## config.mk

```make
export PLATFORM = sky130hd
export DESIGN_NAME = smbus_slave_step_pulse_generator
export DESIGN_NICKNAME = d
export VERILOG_FILES = /design/src/rtl/ssspg_pkg.sv /design/src/rtl/ssspg_cfg.sv /design/src/rtl/ssspg_core.sv /design/src/rtl/smbus_slave_step_pulse_generator.sv
export SDC_FILE = /design/constraint.sdc
export NUM_CORES = 1
export LEC_CHECK = 0
export ABC_AREA = 0
export BUFFER_PORTS_ARGS = -buffer_cell sky130_fd_sc_hd__buf_2
export CAP_MARGIN = 30
export CORE_AREA = 2 2 98 100
export CTS_BUF_LIST = sky130_fd_sc_hd__clkbuf_4
export DETAILED_ROUTE_END_ITERATION = 16
export DIE_AREA = 0 0 100 102
export GPL_TIMING_DRIVEN = 0
export MAX_ROUTING_LAYER = met4
export PLACE_DENSITY = 0.72
export SYNTH_ARGS = -nofsm -noshare
export SYNTH_HDL_FRONTEND = slang
export SYNTH_SLANG_ARGS = --single-unit
```

## constraint.sdc

```tcl
create_clock -name aclk -period 3.16 [get_ports aclk]
set_input_delay 0 -clock aclk [delete_from_list [all_inputs] [get_ports aclk]]
set_output_delay 0 -clock aclk [all_outputs]
set_load 0.005 [all_outputs]
```

## src/rtl/ssspg_pkg.sv

```systemverilog
// Shared types, status codes and constants for the step pulse generator.
`default_nettype none

package ssspg_pkg;

    localparam int unsigned AddrWidth  = 7;
    localparam int unsigned ByteWidth  = 8;
    localparam int unsigned CountWidth = 15;
    localparam int unsigned IndexWidth = 2;

    localparam logic [3:0] ST_RXDATA = 4'd0;
    localparam logic [3:0] ST_STOP   = 4'd1;
    localparam logic [3:0] ST_ADDR   = 4'd2;
    localparam logic [3:0] ST_TXDATA = 4'd4;
    localparam logic [3:0] ST_TXSTOP = 4'd5;

    localparam logic [0:0] CFG_SLAVE_ADDRESS = 1'd0;
    localparam logic [0:0] CFG_READ_REPLY    = 1'd1;

    localparam logic [AddrWidth-1:0] SLAVE_ADDRESS_RESET = 7'd121;
    localparam logic [ByteWidth-1:0] READ_REPLY_RESET    = 8'd253;

    localparam logic [IndexWidth-1:0] INDEX_ONE = 2'd1;
    localparam logic [IndexWidth-1:0] INDEX_TWO = 2'd2;

    typedef struct packed {
        logic                 command;
        logic [3:0]           bus_status;
        logic [ByteWidth-1:0] rx_byte;
        logic                 arb_lost;
        logic                 master_ack;
    } item_t;

    typedef struct packed {
        logic                 ack_out;
        logic                 tx_load;
        logic [ByteWidth-1:0] tx_byte;
        logic                 bus_reset;
        logic                 command_loaded;
        logic                 pulse_level;
        logic                 dir_level;
        logic                 busy_res;
    } result_t;

    typedef struct packed {
        logic [AddrWidth-1:0] slave_address;
        logic [ByteWidth-1:0] read_reply;
    } cfg_t;

    typedef struct packed {
        logic [IndexWidth-1:0] tx_index;
        logic [IndexWidth-1:0] rx_index;
        logic [ByteWidth-1:0]  rx_high;
        logic [CountWidth-1:0] step_target;
        logic                  run_direction;
        logic [CountWidth-1:0] step_count;
        logic                  running;
        logic                  pulse_state;
        logic                  dir_state;
    } state_t;

endpackage

`default_nettype wire

```

## src/rtl/ssspg_cfg.sv

```systemverilog
// Configuration registers: slave address and read reply byte.
`default_nettype none

module ssspg_cfg
    import ssspg_pkg::*;
(
    input  wire logic                 aclk,
    input  wire logic                 aresetn,
    input  wire logic                 cfg_wr_en,
    input  wire logic [0:0]           cfg_index,
    input  wire logic [ByteWidth-1:0] cfg_data,
    output cfg_t                      cfg
);

    cfg_t cfg_reg;
    cfg_t cfg_next;

    always_comb begin
        cfg_next = cfg_reg;
        if (cfg_wr_en) begin
            unique case (cfg_index)
                CFG_SLAVE_ADDRESS: cfg_next.slave_address = cfg_data[AddrWidth-1:0];
                CFG_READ_REPLY:    cfg_next.read_reply    = cfg_data;
                default:           cfg_next = cfg_reg;
            endcase
        end
    end

    always_ff @(posedge aclk) begin
        if (!aresetn) begin
            cfg_reg.slave_address <= SLAVE_ADDRESS_RESET;
            cfg_reg.read_reply    <= READ_REPLY_RESET;
        end else begin
            cfg_reg <= cfg_next;
        end
    end

    assign cfg = cfg_reg;

endmodule

`default_nettype wire

```

## src/rtl/ssspg_core.sv

```systemverilog
// Bus event decode, command assembly and step run state, one item per cycle when advance is high.
`default_nettype none

module ssspg_core
    import ssspg_pkg::*;
(
    input  wire logic aclk,
    input  wire logic aresetn,
    input  wire logic advance,
    input  item_t     item,
    input  cfg_t      cfg,
    output result_t   result
);

    state_t  state_reg;
    state_t  state_next;
    result_t res;
    logic [ByteWidth-1:0] rx_low;
    logic [2*ByteWidth-1:0] word;

    always_comb begin
        state_next = state_reg;
        res        = '0;
        rx_low     = item.rx_byte;
        word       = {state_reg.rx_high, rx_low};

        if (item.command) begin
            if (state_reg.running) begin
                if (state_reg.step_count < state_reg.step_target) begin
                    state_next.dir_state   = state_reg.run_direction;
                    state_next.pulse_state = ~state_reg.pulse_state;
                    state_next.step_count  = state_reg.step_count + 1'b1;
                end else begin
                    state_next.step_count = '0;
                    state_next.running    = 1'b0;
                end
            end
        end else if (!item.arb_lost) begin
            unique case (item.bus_status)
                ST_ADDR: begin
                    state_next.tx_index = INDEX_ONE;
                    state_next.rx_index = INDEX_ONE;
                    if (item.rx_byte[ByteWidth-1:1] == cfg.slave_address) begin
                        res.ack_out = 1'b1;
                        if (item.rx_byte[0]) begin
                            res.tx_load         = 1'b1;
                            res.tx_byte         = cfg.read_reply;
                            state_next.tx_index = INDEX_TWO;
                        end
                    end
                end
                ST_RXDATA: begin
                    res.ack_out = 1'b1;
                    if (state_reg.rx_index < INDEX_TWO) begin
                        state_next.rx_high  = item.rx_byte;
                        state_next.rx_index = state_reg.rx_index + 1'b1;
                    end else begin
                        res.command_loaded       = 1'b1;
                        state_next.run_direction = word[2*ByteWidth-1];
                        state_next.step_target   = word[CountWidth-1:0];
                        state_next.running       = 1'b1;
                    end
                end
                ST_TXDATA: begin
                    if (item.master_ack && state_reg.tx_index <= INDEX_ONE) begin
                        res.tx_load         = 1'b1;
                        res.tx_byte         = cfg.read_reply;
                        state_next.tx_index = state_reg.tx_index + 1'b1;
                    end
                end
                ST_STOP, ST_TXSTOP: begin
                    res.ack_out = 1'b0;
                end
                default: begin
                    res.bus_reset = 1'b1;
                end
            endcase
        end

        res.pulse_level = state_next.pulse_state;
        res.dir_level   = state_next.dir_state;
        res.busy_res    = state_next.running;
    end

    always_ff @(posedge aclk) begin
        if (!aresetn) begin
            state_reg.tx_index      <= INDEX_ONE;
            state_reg.rx_index      <= INDEX_ONE;
            state_reg.rx_high       <= '0;
            state_reg.step_target   <= '0;
            state_reg.run_direction <= 1'b0;
            state_reg.step_count    <= '0;
            state_reg.running       <= 1'b0;
            state_reg.pulse_state   <= 1'b1;
            state_reg.dir_state     <= 1'b1;
        end else if (advance) begin
            state_reg <= state_next;
        end
    end

    assign result = res;

endmodule

`default_nettype wire

```

## src/rtl/smbus_slave_step_pulse_generator.sv

```systemverilog
// Top level: input register, decode core and result register of the step pulse generator.
// An accepted item waits in the input register until advance registers its result.
// Throughput: one item per cycle while m_ready is high; the input register refills while
// the result register drains, so both sides may run at full rate.
// Reset (aresetn, synchronous, active low) clears both valid flags, the configuration
// registers and the bus and step state; payload registers are not reset.
`default_nettype none

module smbus_slave_step_pulse_generator
    import ssspg_pkg::*;
(
    input  wire logic                 aclk,
    input  wire logic                 aresetn,
    input  wire logic                 cfg_wr_en,
    input  wire logic [0:0]           cfg_index,
    input  wire logic [ByteWidth-1:0] cfg_data,
    input  wire logic                 s_valid,
    output      logic                 s_ready,
    input  wire logic                 s_command,
    input  wire logic [3:0]           s_bus_status,
    input  wire logic [ByteWidth-1:0] s_rx_byte,
    input  wire logic                 s_arb_lost,
    input  wire logic                 s_master_ack,
    output      logic                 m_valid,
    input  wire logic                 m_ready,
    output      logic                 m_ack_out,
    output      logic                 m_tx_load,
    output      logic [ByteWidth-1:0] m_tx_byte,
    output      logic                 m_bus_reset,
    output      logic                 m_command_loaded,
    output      logic                 m_pulse_level,
    output      logic                 m_dir_level,
    output      logic                 m_busy_res
);

    cfg_t    cfg;
    item_t   item_reg;
    logic    in_valid_reg;
    result_t result;
    result_t out_reg;
    logic    out_valid_reg;
    logic    advance;

    assign advance = in_valid_reg && (!out_valid_reg || m_ready);
    assign s_ready = !in_valid_reg || advance;

    ssspg_cfg u_cfg (
        .aclk      (aclk),
        .aresetn   (aresetn),
        .cfg_wr_en (cfg_wr_en),
        .cfg_index (cfg_index),
        .cfg_data  (cfg_data),
        .cfg       (cfg)
    );

    ssspg_core u_core (
        .aclk    (aclk),
        .aresetn (aresetn),
        .advance (advance),
        .item    (item_reg),
        .cfg     (cfg),
        .result  (result)
    );

    always_ff @(posedge aclk) begin
        if (!aresetn) begin
            in_valid_reg  <= 1'b0;
            out_valid_reg <= 1'b0;
        end else begin
            if (s_ready) begin
                in_valid_reg <= s_valid;
            end
            if (advance) begin
                out_valid_reg <= 1'b1;
            end else if (m_ready) begin
                out_valid_reg <= 1'b0;
            end
        end
    end

    always_ff @(posedge aclk) begin
        if (s_ready && s_valid) begin
            item_reg.command    <= s_command;
            item_reg.bus_status <= s_bus_status;
            item_reg.rx_byte    <= s_rx_byte;
            item_reg.arb_lost   <= s_arb_lost;
            item_reg.master_ack <= s_master_ack;
        end
        if (advance) begin
            out_reg <= result;
        end
    end

    assign m_valid          = out_valid_reg;
    assign m_ack_out        = out_reg.ack_out;
    assign m_tx_load        = out_reg.tx_load;
    assign m_tx_byte        = out_reg.tx_byte;
    assign m_bus_reset      = out_reg.bus_reset;
    assign m_command_loaded = out_reg.command_loaded;
    assign m_pulse_level    = out_reg.pulse_level;
    assign m_dir_level      = out_reg.dir_level;
    assign m_busy_res       = out_reg.busy_res;

endmodule

`default_nettype wire

```

==> flow_summary.yaml, run 1 <==
run_status:
  outcome: "complete, no violations"
synthesis:
  synth-edff-count: 30
  synthTopCellsByArea: "dfxtp_1 (31%), edfxtp_1 (22%), nand2_1 (5.1%), ha_1 (4.9%), mux2i_1 (3.9%)"
  syn_nets: 456
  synth_common_cells: "dfxtp_1 (63), nand2_1 (56), nand3_1 (31), nor2_1 (31), edfxtp_1 (30)"
  post-synth-top-count-cell: "dfxtp_1"
  avgSynthCellArea_sq_um: 9.97
  synth-seq-cells: 93
  ys_warn_count: 0
  synth_top_area_share_pct: 30.8
  ys.flop_type: "dfxtp_1"
  synth_area_sq_mm: 0.00410
  seq_area_frac_synth_pct: 52.8
  synthArstFlopShare_pct: 0
  synth_top_area_cell: "dfxtp_1"
  syn_inst: 411
  ys_types: 44
clocking:
  cts.repair.resized: 0
  cts.htree.levels: 3
  clk_pin_slew_ns: 0.15
  ctsRootBufferMaster: "clkbuf_4"
  clk_latency_ns: 0.44
  cts_buffers: 9
  cts_tree: "yes"
  cts_sinks: 93
  cts_buffer_depth: 2
pwr:
  power_frac_seq_pct: 61.9
  power_density_mw_per_mm2: 426
  p_int_mw: 1.58
  p_clk_share_pct: 31.6
  switching_share_pct: 24.4
  pwr-share-comb_pct: 6.5
  ir_drop_mv: 0.258
  p_leak_nw: 1.77
  p_switching_mw: 0.508
  power_mw: 2.08
detailed_routing:
  finalWirelength_mm: 9.02
  drc_errors: 0
  avgViaCountPerCell: 5.37
  vias: 3284
  first_iter_violations: 284
  first_pass_iters: 6
  antenna_left: 0
  wl_per_cell_um: 14.7
die:
  dieArea_sq_mm: 0.0102
  die_x_um: 100
  fp.dieH_um: 102
  pin_count: 46
  coreArea_sq_mm: 0.00911
  num_rows: 35
  start_util_pct: 45.0
final_layout:
  multi_input_area_sq_mm: 0.00179
  fillers: 797
  fin_nets: 540
  seq_area_sq_mm: 0.00216
  largest_reg_flops: 46
  syn_to_final_growth_pct: 19.4
  drive_gt1_share_pct: 14.2
  final_util_pct: 53.7
placed_design:
  port_buffers: 44
  place_congestion: 0.836
  dp_hpwl_mm: 6.25
  dp_slack_ns: 0.597
flow_run:
  maxCapViolCount: 0
timing:
  maxSlewHeadroom_pct: 50.3
  tightest_slew_ns: 0.745
  timing_hold_violations_final: 0
  max_freq_mhz: 380
  tns_ns: 0
  finClkSkew_ns: 0.0220
  finalMaxSlewViolations: 0
  period_share_pct: 83.3
  layout_min_cycle_time_ns: 2.63
  setup_viol: 0
  fin_ws_ns: 0.529
  rsz0062_at_grt: "no"
global_routing:
  track_usage_pct: 19.7
  grt_pass1_wl_mm: 15.2
  grt_overflow: 0
  grt_pass1_vias: 3293
  grt_max_degree: 19
  grt_antenna_before_repair: 0
critical_path:
  path_class: "reg2reg"
  cp.arrival_ns: 2.84
  crit_required_ns: 3.37
  cp-start-kind: "register"
  endpoint_kind: "register"
  crit_fanout: 9
worst_hold_path:
  hold_class: "in2reg"
cells in the final DEF, fill, tap and decap left out, types with 7 or more instances in the layout:
master / netlist / routed
nand2_1: 56 / 56
xnor2_1: 11 / 11
nor2_1: 31 / 31
dlygate4sd3_1: 0 / 29
xor2_1: 7 / 7
a211oi_1: 11 / 11
dfxtp_1: 63 / 63
clkbuf_4: 0 / 9
a21oi_1: 23 / 23
inv_1: 22 / 22
buf_2: 1 / 45
nor4_1: 7 / 7
edfxtp_1: 30 / 30
ha_1: 16 / 16
clkbuf_1: 12 / 12
mux2i_1: 16 / 16
and2_1: 11 / 11
o2111ai_1: 7 / 7
nand3_1: 31 / 31
worst paths after layout:
path | depth (start not counted) | from | endpoint | slack (ns)
worst min-delay path | 4 | cfg_wr_en | u_cfg.cfg[10] | 0.02
worst min register to register | 2 | u_cfg.cfg[1] | u_cfg.cfg[1] | 0.47
worst max register to register | 6 | u_core.state_reg[13] | m_dir_level | 0.53
worst max-delay path | 6 | u_core.state_reg[13] | m_dir_level | 0.53
worst max-delay path, stage by stage (launching register included):
cell       delay, ns
dfxtp_1         0.46
ha_1            0.28
and2_0          0.17
a221o_1         0.34
a221oi_4        0.50
o2111ai_1       0.31
mux2_2          0.34
cell families (layout without fill, tap and decap cells):
kind of cell	count (synthesis)	after routing	share of synthesized area, %
multiplexers	19	19	4.73
other	0	1	0
adder cells (fa/ha/maj)	16	16	4.89
buffers and inverters	37	126	3.51
AO/OA/AOI/OAI	64	64	10.9
XOR/XNOR	18	18	3.85
AND/OR/NAND/NOR	164	164	19.3
flip-flops	93	93	52.8
power by group through the flow:
| stage | clock network [mW] | logic [mW] | registers [mW] |
|---|---|---|---|
| CTS | 0.669 | 0.133 | 1.29 |
| detailed placement | 0 | 0.106 | 1.32 |
| floorplan | 0 | 0.0595 | 1.31 |
| global route | 0.716 | 0.149 | 1.29 |
| finish | 0.659 | 0.135 | 1.29 |
| global placement | 0 | 0.103 | 1.31 |
routing by layer:
| layer | GRT usage (%) | vias to the layer above | routed length [um] | part of all wire, % |
|---|---|---|---|---|
| li1 | - | 1631 | - | - |
| met5 | - | - | 0 | 0 |
| met1 | 22.6 | 1527 | 3740 | 41 |
| met2 | 33.9 | 105 | 4610 | 51 |
| met3 | 4.51 | 21 | 489 | 5.4 |
| met4 | 7.48 | 0 | 189 | 2.1 |
what timing repair did:
action / CTS / global route
hold buffers: 29 / 0
hold endpoints to repair: 35 / 0
buffers inserted: 0 / 0
through the flow:
| step | hold slack [ns] | instances | area (sq um) |
|---|---|---|---|
| floorplan | 0.0989 | 411 | 4100 |
| global placement | 0.176 | 566 | 4460 |
| finish | 0.0196 | 612 | 4890 |
| global route | 0.0314 | 611 | 4890 |
| CTS | 0.0173 | 611 | 4890 |
| detailed placement | 0.178 | 566 | 4460 |
final cells by class:
class                           count  share of cell area, %
Clock buffer                        9                   1.38
Sequential cell                    93                   44.2
Inverter                           23                   1.77
Multi-Input combinational cell    281                   36.6
Clock inverter                      7                   1.51
Tap cell                          111                   2.84
Antenna cell                        1                 0.0512
Buffer                             14                   1.18
Timing Repair Buffer               73                   10.4
Power figures use the tool's default switching activity.
==> run 2: changes to the inputs <==
clock period = 2.7 ns   (was 3.16 ns; I/O delays follow)
==> run 2 against run 1 <==
  * Combinational power grew 18%
  * Register-to-register slack got worse by 0.35 ns
  * Sequential power grew 17%
  * Non-clock buffer count rose by 3
  * Total power increased by 17%
  * Critical endpoint unchanged
  * Cell area rose by 0.46%
  * First-iteration DRC count rose by 7.4%
  * Setup slack lost 0.35 ns
  * Maximum frequency increased by 4.6%
  * Global-route usage stayed put
  * Die area unchanged
  * Largest power group unchanged
==> flow_summary.yaml, run 2 (synthesized netlist as in run 1, its figures left out) <==
critical_path:
  endpoint_kind: "register"
  cp-start-kind: "register"
  cp.arrival_ns: 2.74
  path_class: "reg2reg"
  crit_fanout: 9
  r2r-end: "m_dir_level"
  worst_r2r_startpoint: "u_core.state_reg[33]"
  crit_required_ns: 2.93
  r2r_cells: 6
  ff2ff_setup_slack_ns: 0.18
detailed_routing:
  antenna_left: 0
  finalWirelength_mm: 9.10
  vias: 3280
  drc_errors: 0
  avgViaCountPerCell: 5.33
  first_pass_iters: 5
  wl_per_cell_um: 14.8
  first_iter_violations: 305
timing:
  finalMaxSlewViolations: 0
  tightest_slew_ns: 0.753
  maxSlewHeadroom_pct: 49.8
  finClkSkew_ns: 0.0211
  setup_viol: 0
  rsz0062_at_grt: "no"
  layout_min_cycle_time_ns: 2.52
  tns_ns: 0
  timing_hold_violations_final: 0
  max_freq_mhz: 397
  period_share_pct: 93.2
final_layout:
  largest_reg_flops: 46
  multi_input_area_sq_mm: 0.00179
  design_area_sq_mm: 0.00491
  syn_to_final_growth_pct: 19.9
  drive_gt1_share_pct: 14.7
  layout_commonest_cell: "dfxtp_1"
  fin_nets: 543
  seq_area_sq_mm: 0.00216
  fillers: 795
  final_cell_mix: "dfxtp_1 (63), nand2_1 (56), buf_2 (45), nor2_1 (31), nand3_1 (31)"
  final_util_pct: 53.9
placed_design:
  dp_hpwl_mm: 6.25
  port_buffers: 44
  placed_area_sq_mm: 0.00446
  place_congestion: 0.836
worst_hold_path:
  worstHoldStart: "cfg_wr_en"
  whs_path_depth: 4
  hold_class: "in2reg"
  whs_endpoint: "u_cfg.cfg[10]"
global_routing:
  grt_antenna_before_repair: 0
  grt_pass1_wl_mm: 15.2
  grt_overflow: 0
  grt_pass1_vias: 3293
  track_usage_pct: 19.7
  grt_max_degree: 19
pwr:
  ir_drop_mv: 0.303
  power_density_mw_per_mm2: 498
  power_mw: 2.45
  p_leak_nw: 1.78
clocking:
  clk_pin_slew_ns: 0.15
  cts_sinks: 93
  clk_latency_ns: 0.46
  cts_buffers: 9
  cts_buffer_depth: 2
  cts.repair.resized: 0
  cts.htree.levels: 3
  cts_tree: "yes"
  ctsRootBufferMaster: "clkbuf_4"
die:
  start_util_pct: 45.0
  dieArea_sq_mm: 0.0102
  coreArea_sq_mm: 0.00911
  die_x_um: 100
  pin_count: 46
  fp.dieH_um: 102
  num_rows: 35
run_status:
  outcome: "complete, no violations"
flow_run:
  maxCapViolCount: 0
## run 2: final cells by class
cell class / instances / area share, %
clock buffer: 9 / 1.38
timing repair buffer: 76 / 10.8
clock inverter: 7 / 1.50
multi-input combinational: 281 / 36.5
buffer: 14 / 1.17
antenna: 1 / 0.0509
inverter: 23 / 1.76
tap: 111 / 2.83
sequential: 93 / 44.0
## run 2: worst max path at each step
stage / start / endpoint / cells after the start
5_1_grt: u_core.state_reg[5] / m_dir_level / 6
6_report: u_core.state_reg[33] / m_dir_level / 6
3_5_place_dp: u_core.state_reg[13] / m_dir_level / 6
3_3_place_gp: u_core.state_reg[13] / m_dir_level / 6
2_1_floorplan: u_core.state_reg[11] / m_dir_level / 6
4_1_cts: u_core.state_reg[13] / m_dir_level / 6
## run 2: repair_timing
| item | 4_1_cts | 5_1_grt |
|---|---|---|
| endpoints found under the setup margin | 0 | 1 |
| buffers inserted | 0 | 3 |
| hold buffers | 29 | 0 |
| endpoints found under the hold margin | 35 | 0 |
## run 2: routing by layer
metal	routed length, um	up-vias	global-route usage, %
met1	3890	1532	22.6
met3	365	24	4.51
met5	0	-	-
met4	165	0	7.48
li1	-	1637	-
met2	4680	87	33.9
## run 2: worst max-delay path: stages (launching register included)
cell	delay, ns
dfxtp_1	0.36
inv_1	0.05
ha_1	0.33
and4_1	0.29
nand4_1	0.40
o2111ai_1	0.49
mux2_2	0.38
## run 2: metrics by stage
stage | setup slack [ns] | cells | hold slack (ns)
global route | 0.0307 | 614 | 0.0314
CTS | 0.103 | 611 | 0.0173
detailed placement | 0.137 | 566 | 0.178
finish | 0.183 | 615 | 0.0110
global placement | 0.156 | 566 | 0.176
floorplan | 0.428 | 411 | 0.0989
## run 2: where the power goes
part	switching [mW]	internal [mW]	total, mW
Sequential	0.0267	1.48	1.51
Clock	0.489	0.288	0.777
Combinational	0.0851	0.0738	0.159
==> run 3: changes to the inputs <==
CORE_AREA = 2 2 99 101   (was 2 2 98 100)
DIE_AREA = 0 0 101 103   (was 0 0 100 102)
SYNTH_HIERARCHICAL = 1   (was unset)
==> run 3 against run 2 <==
  * Register-to-register slack better by 0.30 ns
  * Largest cell class unchanged
  * Critical path type unchanged
  * First-iteration DRC count is 55% lower
  * Global-route usage is 0.77 points lower
==> flow_summary.yaml, run 3 <==
detailed_routing:
  avgViaCountPerCell: 5.17
  drc_errors: 0
  finalWirelength_mm: 8.71
  first_pass_iters: 4
  wl_per_cell_um: 14.0
  antenna_left: 0
  first_iter_violations: 137
  vias: 3218
die:
  fp.dieH_um: 103
  die_x_um: 101
  num_rows: 36
  pin_count: 46
  start_util_pct: 44.0
  dieArea_sq_mm: 0.0104
  coreArea_sq_mm: 0.00946
clocking:
  cts_sinks: 93
  clk_pin_slew_ns: 0.16
  cts_tree: "yes"
  ctsRootBufferMaster: "clkbuf_4"
  cts_buffers: 9
  clk_latency_ns: 0.46
  cts.htree.levels: 3
  cts_buffer_depth: 2
synthesis:
  synth-edff-count: 30
  synthArstFlopShare_pct: 0
  ys_warn_count: 6
  seq_area_frac_synth_pct: 51.9
  synth_top_area_cell: "dfxtp_1"
  synthTopCellsByArea: "dfxtp_1 (30%), edfxtp_1 (22%), nand2_1 (5.1%), ha_1 (4.8%), a21oi_1 (3.2%)"
  synth-seq-cells: 93
  synth_top_area_share_pct: 30.3
  ys.flop_type: "dfxtp_1"
  syn_inst: 411
  ys_types: 56
  avgSynthCellArea_sq_um: 10.1
  syn_nets: 456
  post-synth-top-count-cell: "dfxtp_1"
  synth_area_sq_mm: 0.00416
  synth_common_cells: "dfxtp_1 (63), nand2_1 (57), nor2_1 (32), inv_1 (31), edfxtp_1 (30)"
critical_path:
  cpPeakStageDelay_ns: 0.47
  crit_fanout: 7
  crit_chain: "ha_1 -> a21o_1 -> a31oi_1 -> o21bai_2 -> a21oi_4 -> nand3_2 -> mux2_1"
  startpoint: "u_core/state_reg[5]"
  crit_required_ns: 2.90
  cp.arrival_ns: 2.41
  cp-start-kind: "register"
  endpoint_kind: "register"
  cpMaxStageDelayCell: "dfxtp_1"
  worst_r2r_startpoint: "u_core/state_reg[5]"
  path_class: "reg2reg"
final_layout:
  drive_gt1_share_pct: 19.1
  syn_to_final_growth_pct: 23.1
  final_cell_mix: "dfxtp_1 (63), nand2_1 (57), buf_2 (49), dlygate4sd3_1 (36), nor2_1 (32)"
  fin_nets: 549
  layout_commonest_cell: "dfxtp_1"
  final_util_pct: 54.2
  fillers: 820
  largest_reg_flops: 46
  num_antenna_cells: 0
  design_area_sq_mm: 0.00512
timing:
  rsz0062_at_grt: "no"
  timing_hold_violations_final: 0
  layout_min_cycle_time_ns: 2.22
  tightest_slew_ns: 0.984
  period_share_pct: 82.1
  finClkSkew_ns: 0.0237
  finalMaxSlewViolations: 0
  timing.hold.ws_ns: 0.239
  setup_viol: 0
  max_freq_mhz: 451
  maxSlewHeadroom_pct: 34.4
pwr:
  p_leak_nw: 2.06
  power_density_mw_per_mm2: 535
  ir_drop_mv: 0.377
run_status:
  outcome: "complete, no violations"
placed_design:
  dp_hpwl_mm: 6.07
  place_congestion: 0.826
  port_buffers: 45
  placed_area_sq_mm: 0.00455
global_routing:
  grt_max_degree: 21
  grt_pass1_wl_mm: 14.8
  track_usage_pct: 19.0
  grt_antenna_before_repair: 0
  grt_pass1_vias: 3303
  grt_overflow: 0
worst_hold_path:
  hold_class: "in2reg"
  worstHoldStart: "s_rx_byte[0]"
flow_run:
  maxCapViolCount: 0
run 3: changes by cell type in the layout (fill, tap and decap cells not counted), moves of 8 or more:
cell / before / now
and3_1: 1 / 10
inv_1: 22 / 31
nand3_1: 31 / 18
a211oi_1: 11 / 3
and2_1: 11 / 1
run 3: layout make-up:
cell class	instances	area, sq um	area share, %
plain buffers	15	108	2.10
clock inverters	7	143	2.78
well taps	114	143	2.78
clock buffers	9	67.6	1.32
repair buffers	82	601	11.7
multi-input cells	272	1780	34.8
flip-flops and latches	93	2160	42.2
inverters	31	116	2.27
run 3: critical path, delay by kind of cell (launching register included):
kind | cells | cell delay (ns)
compound gates | 4 | 0.75
flops | 1 | 0.47
mux | 1 | 0.34
fa+ha+maj | 1 | 0.29
simple gates | 1 | 0.12
run 3: timing repair:
item / 4_1_cts / 5_1_grt
endpoints found under the hold margin: 34 / 0
setup buffers: 0 / 0
hold buffers: 36 / 0
resized for setup: 0 / 0
run 3: logic make-up (layout without fill, tap and decap cells):
kind of cell,Yosys count,count (layout),synth area share (%)
AND/OR/NAND/NOR,153,153,19.0
AO/OA/AOI/OAI,72,72,12.0
adder cells (fa/ha/maj),16,16,4.81
multiplexers,12,12,2.92
flip-flops,93,93,51.9
XOR/XNOR,19,19,4.00
buffers and inverters,46,144,5.38
run 3: report_power, final:
group	switching, mW	leakage, nW	total, mW	internal (mW)
logic	0.0885	1.17	0.185	0.0970
registers	0.0268	0.787	1.51	1.48
clock network	0.481	0.111	1.05	0.567
run 3: path summary, 6_finish.rpt:
kind | end | slack, ns | cells after the start
worst max-delay path | m_dir_level | 0.48 | 7
worst min-delay path | item_reg[2] | 0.24 | 2
worst max register to register | m_dir_level | 0.48 | 7
worst min register to register | u_core/state_reg[30] | 0.47 | 2
run 3: layer usage:
metal / vias up / wire length [um] / GRT usage, %
li1: 1612 / - / -
met1: 1509 / 3750 / 22.3
met2: 80 / 4380 / 31.7
met3: 17 / 388 / 3.93
met4: 0 / 184 / 8.11
met5: - / 0 / -
run 3: per-stage QoR:
stage	total power [mW]	setup WS, ns	cells	TNS (ns)
3_3_place_gp	1.68	-0.487	570	-11.52
4_1_cts	2.76	0.493	623	0
6_report	2.74	0.483	623	0
5_1_grt	2.85	0.361	623	0
3_5_place_dp	1.68	0.539	571	0
2_1_floorplan	1.62	0.224	411	0
